==> src/rtl/psu_pkg.sv <==
// ----------------------------------------------------------------------------
// psu_pkg
// Shared widths, register indexes, control types and helpers for the
// particle swarm update unit.
// ----------------------------------------------------------------------------
`timescale 1ns / 1ps
`default_nettype none

package psu_pkg;

   localparam int NUM_PARTICLES_DEF = 32;

   localparam int IDX_W   = 5;
   localparam int POS_W   = 15;
   localparam int FIT_W   = 29;
   localparam int GAIN_W  = 10;
   localparam int LIM_W   = 14;
   localparam int RAND_W  = 16;
   localparam int CSR_IW  = 3;
   localparam int CSR_DW  = 14;

   localparam logic [GAIN_W-1:0] COG_GAIN_RST = GAIN_W'(384);
   localparam logic [GAIN_W-1:0] SOC_GAIN_RST = GAIN_W'(384);
   localparam logic [GAIN_W-1:0] INERTIA_RST  = GAIN_W'(256);
   localparam logic [LIM_W-1:0]  SPEED_RST    = LIM_W'(1024);
   localparam logic [LIM_W-1:0]  POSLIM_RST   = LIM_W'(10240);

   localparam logic [CSR_IW-1:0] REG_COG_GAIN = 3'd0;
   localparam logic [CSR_IW-1:0] REG_SOC_GAIN = 3'd1;
   localparam logic [CSR_IW-1:0] REG_INERTIA  = 3'd2;
   localparam logic [CSR_IW-1:0] REG_SPEED    = 3'd3;
   localparam logic [CSR_IW-1:0] REG_POSLIM   = 3'd4;

   localparam logic OP_LOAD   = 1'b0;
   localparam logic OP_UPDATE = 1'b1;

   typedef logic signed [POS_W-1:0] pos_type;
   typedef logic signed [FIT_W-1:0] fit_type;

   typedef struct packed {
      logic mul1;
      logic mul2;
      logic sum;
   } stage_type;

   typedef enum logic [6:0] {
      ST_IDLE = 7'b0000001,
      ST_MUL1 = 7'b0000010,
      ST_MUL2 = 7'b0000100,
      ST_SUM  = 7'b0001000,
      ST_POS  = 7'b0010000,
      ST_SQR  = 7'b0100000,
      ST_DONE = 7'b1000000
   } state_type;

   // most negative code saturates to keep the range symmetric
   function automatic pos_type sat_load(input logic [POS_W-1:0] v);
      if (v == {1'b1, {(POS_W-1){1'b0}}}) begin
         sat_load = {1'b1, {(POS_W-2){1'b0}}, 1'b1};
      end else begin
         sat_load = pos_type'(v);
      end
   endfunction

endpackage

`default_nettype wire

==> src/rtl/psu_axis.sv <==
// ----------------------------------------------------------------------------
// psu_axis
// One axis of the velocity update: gain products, pulls, inertia, clamp.
// ----------------------------------------------------------------------------
`timescale 1ns / 1ps
`default_nettype none

module psu_axis (
   input  wire                          clock,
   input  psu_pkg::stage_type           stage,
   input  wire [psu_pkg::GAIN_W-1:0]    cog_gain,
   input  wire [psu_pkg::GAIN_W-1:0]    soc_gain,
   input  wire [psu_pkg::GAIN_W-1:0]    inertia,
   input  wire [psu_pkg::LIM_W-1:0]     speed_limit,
   input  wire [psu_pkg::RAND_W-1:0]    rand_cog,
   input  wire [psu_pkg::RAND_W-1:0]    rand_soc,
   input  wire signed [psu_pkg::POS_W-1:0] pos,
   input  wire signed [psu_pkg::POS_W-1:0] vel,
   input  wire signed [psu_pkg::POS_W-1:0] pbest,
   input  wire signed [psu_pkg::POS_W-1:0] gbest,
   output logic signed [psu_pkg::POS_W-1:0] vel_new
);
   import psu_pkg::*;

   localparam int GR_W   = GAIN_W + RAND_W;
   localparam int DIF_W  = POS_W + 1;
   localparam int INR_W  = GAIN_W + 1 + POS_W;
   localparam int PRD_W  = GR_W + 1 + DIF_W;
   localparam int TP_W   = PRD_W - 24;
   localparam int TI_W   = INR_W - 8;
   localparam int SUM_W  = TP_W + 2;

   logic [GR_W-1:0]          gr_cog_ff, gr_soc_ff;
   logic signed [DIF_W-1:0]  dif_cog_ff, dif_soc_ff;
   logic signed [INR_W-1:0]  inr_ff;
   logic signed [TP_W-1:0]   tc_ff, ts_ff;
   logic signed [TI_W-1:0]   ti_ff;
   logic signed [PRD_W-1:0]  prod_cog, prod_soc;
   logic signed [SUM_W-1:0]  sum, lim;
   logic signed [POS_W-1:0]  vel_ff, vel_in;

   assign prod_cog = $signed({1'b0, gr_cog_ff}) * dif_cog_ff;
   assign prod_soc = $signed({1'b0, gr_soc_ff}) * dif_soc_ff;
   assign sum = SUM_W'(ti_ff) + SUM_W'(tc_ff) + SUM_W'(ts_ff);
   assign lim = $signed({{(SUM_W-LIM_W){1'b0}}, speed_limit});

   always_comb begin
      if (sum > lim) begin
         vel_in = POS_W'(lim);
      end else if (sum < -lim) begin
         vel_in = POS_W'(-lim);
      end else begin
         vel_in = POS_W'(sum);
      end
   end

   always_ff @(posedge clock) begin
      if (stage.mul1) begin
         gr_cog_ff  <= GR_W'(cog_gain) * GR_W'(rand_cog);
         gr_soc_ff  <= GR_W'(soc_gain) * GR_W'(rand_soc);
         dif_cog_ff <= DIF_W'(pbest) - DIF_W'(pos);
         dif_soc_ff <= DIF_W'(gbest) - DIF_W'(pos);
         inr_ff     <= $signed({1'b0, inertia}) * vel;
      end
      if (stage.mul2) begin
         tc_ff <= prod_cog[PRD_W-1:24];
         ts_ff <= prod_soc[PRD_W-1:24];
         ti_ff <= inr_ff[INR_W-1:8];
      end
      if (stage.sum) begin
         vel_ff <= vel_in;
      end
   end

   assign vel_new = vel_ff;

endmodule

`default_nettype wire

==> config.mk <==
export PLATFORM = sky130hd
export DESIGN_NAME = psu_axis
export DESIGN_NICKNAME = d
export VERILOG_FILES = /design/src/rtl/psu_pkg.sv /design/src/rtl/psu_axis.sv
export SDC_FILE = /design/constraint.sdc
export NUM_CORES = 2
export LEC_CHECK = 0
export ABC_AREA = 1
export BUFFER_PORTS_ARGS = -buffer_cell sky130_fd_sc_hd__clkbuf_2
export CAP_MARGIN = 20
export CORE_ASPECT_RATIO = 0.6
export CORE_UTILIZATION = 40
export DETAILED_ROUTE_END_ITERATION = 6
export PLACE_DENSITY = 0.55
export RECOVER_POWER = 100
export REMOVE_ABC_BUFFERS = 1
export SYNTH_ARGS = -nofsm -noshare
export SYNTH_HDL_FRONTEND = slang
export SYNTH_SLANG_ARGS = --single-unit
==> constraint.sdc <==
create_clock -name clock -period 6.5 [get_ports clock]
set_input_delay 0 -clock clock [delete_from_list [all_inputs] [get_ports clock]]
set_output_delay 0 -clock clock [all_outputs]
set_load 0.005 [all_outputs]
==> impl_metrics.tcl <==
set metrics [dict create \
    status "complete, but fails checks" \
    violations "capacitance limit, slew limit" \
    grt_usage 0.227 \
    ys_seq_elements 173 \
    start_util 0.404 \
    antenna_found_initial 1 \
    tritoncts.num_buffers 17 \
    hp-class "in -> reg" \
    crit_required_ns 6.75 \
    syn_to_final_growth_pct 7.81 \
    yosysMostFrequentCell "inv_1" \
    vias 42352 \
    yosysTopAreaCellShare 0.386 \
    yosys_warnings 0 \
    seqCellArea_um2 5190 \
    clock_path_buffers 2 \
    fin_crit_ns 6.25 \
    nets 8674 \
    clock-sinks 173 \
    insertion_delay_ns 0.52 \
    clockRootBuffer "clkbuf_16" \
    drv_cap 3 \
    coreArea_um2 134000 \
    cts_max_level 4 \
    worst-setup-path-type "reg -> reg" \
    syn_inst 6875 \
    slew_violations 162 \
    multi_input_comb_area_um2 40400 \
    cts_tree "built" \
    hold_viol 0 \
    drtIter0Drc 3472 \
    drcViolationCount 0 \
    synth_area_leaders "fa_1 39%, inv_1 14%, ha_1 12%" \
    synth_top_cell_by_area "fa_1" \
    grt_start_max_net_pins 60 \
    fillers 13630 \
    dp_hpwl_um 131000 \
    io_buffers 154 \
    synth_cell_types 55 \
    async_flop_share 0 \
    fin_skew_ns 0.0310 \
    finalSetupViolations 0 \
    met1Wirelength_um 81600 \
    tns_ns 0 \
    worst_pin_slew_ns 3.37 \
    dr.pass1.iters 5 \
    die_h_um 287 \
    wl_per_cell_um 17.2 \
    viasPerCell 4.83 \
    gr-total-overflow 0 \
    die-area_um2 137000 \
    drive_gt1_frac 0.0526 \
    finalCritPeriodShare 0.962 \
    avgSynthCellArea_um2 7.88 \
    endpoint_kind "flop" \
    diodes 0 \
    rsz0062_at_grt "false" \
    gp_congestion 0.925 \
    netlist_top_cells_count "1989 x inv_1, 1748 x nand2_1, 1044 x fa_1, 540 x ha_1, 270 x clkbuf_1" \
    io_pins 155 \
    dieWidth_um 477 \
    dr.max_layer_used "met4" \
    clk_pin_slew_ns 0.07 \
    route.met3.wl_um 12900 \
    grt_pass1_vias 42545 \
    ant_nets 0 \
    cp.arrival_ns 6.50 \
    ys.flop_type "edfxtp_1" \
    fmax_ghz 0.160 \
    met2_length_um 55100 \
    synth_edf_count 173 \
    cp_max_fo 10 \
    slew_headroom -1.25 \
    drt-total-wl_um 151000 \
    grt_pass1_wl_um 242000 \
    num_rows 104 \
    syn_area_um2 54200 \
    synth_seq_area_share 0.0959 \
    startpoint_type "flop" \
]
cell families (layout without fill, tap and decap cells):
logic type,count (synthesis),after routing,share of synthesized area
AND/OR/NAND/NOR,2227,2227,0.162
flip-flops,173,173,0.0959
adder cells (fa/ha/maj),1584,1584,0.511
AO/OA/AOI/OAI,464,464,0.0489
buffers and inverters,2277,2365,0.158
XOR/XNOR,150,150,0.0243
path summary, 6_finish.rpt:
kind                  startpoint             end  slack (ns)  cells after the start
hold / removal         gbest[11]  dif_soc_ff[11]        0.05                      3
hold reg to reg       inr_ff[22]       ti_ff[14]        0.52                      0
setup reg to reg  dif_soc_ff[10]       ts_ff[15]        0.25                     23
setup / recovery  dif_soc_ff[10]       ts_ff[15]        0.25                     23
through the flow:
| stage | instances | util | cell area [um^2] | setup slack (ns) | hold WS, ns |
|---|---|---|---|---|---|
| 2_1_floorplan | 6589 | - | 53100 | 0.980 | 0.112 |
| 4_1_cts | 8749 | 0.434 | 58300 | 0.0522 | 0.00512 |
| 3_5_place_dp | 8691 | 0.428 | 57400 | 0.0829 | 0.364 |
| 6_report | 8765 | 0.435 | 58400 | 0.248 | 0.0498 |
| 3_3_place_gp | 8691 | 0.428 | 57400 | 0.188 | 0.370 |
| 5_1_grt | 8765 | 0.435 | 58400 | 0.000472 | 0.0528 |
registers in the layout, summed over array words and instances (netlist names):
register / cells
gr_cog_ff: 26
gr_soc_ff: 26
dif_cog_ff: 16
tc_ff: 19
ti_ff: 18
dif_soc_ff: 16
ts_ff: 19
inr_ff: 18
vel_new: 15
per-layer routing:
metal / track usage / vias to the layer above
met4: 0.0282 / 0
li1: - / 20088
met2: 0.294 / 1394
met5: 0 / -
met1: 0.381 / 20793
met3: 0.0480 / 77
area by class of cell:
type                    instances  share of cell area
clock buffers                  18             0.00735
multi-input cells            4425               0.692
repair buffers                342              0.0423
well taps                    1802              0.0386
clock inverters                14             0.00285
flip-flops and latches        173              0.0890
inverters                    1991               0.128
layout by cell type, fill, tap and decap left out, drive strengths merged, types with 16 or more instances in the layout:
master / instances
inv: 1999
nand2: 1754
fa: 1044
ha: 540
nor2: 253
a21oi: 224
clkbuf: 179
edfxtp: 173
buf: 155
o21ai: 125
nand3: 118
xor2: 109
xnor2: 41
nand4: 30
nor3: 30
dlygate4sd3: 26
a21o: 25
nor4: 17
or2: 16
what timing repair did:
item / CTS / global route
gates resized for setup: 0 / 7
endpoints found under the setup margin: 0 / 10
setup buffers: 0 / 16
hold buffers: 26 / 0
endpoints found under the hold margin: 38 / 0
worst max-delay path: stages, from the launching register on:
cell and delay (ns):
edfxtp_1 0.64, clkbuf_1 0.29, nand2_1 0.11, inv_1 0.06, fa_1 0.53, inv_1 0.06
fa_1 0.56, fa_1 0.43, fa_1 0.49, inv_1 0.05, fa_1 0.49, inv_1 0.05
fa_1 0.48, inv_1 0.04, ha_1 0.48, nand2_1 0.12, nor2_1 0.13, inv_1 0.07
nor2_1 0.14, inv_1 0.08, nor4_1 0.36, nand4_1 0.15, nand3_1 0.11, xor2_1 0.07
Power is left out: the tool's default activity adds up to more than one toggle a clock period on the data nets, which glitch-free logic cannot reach.
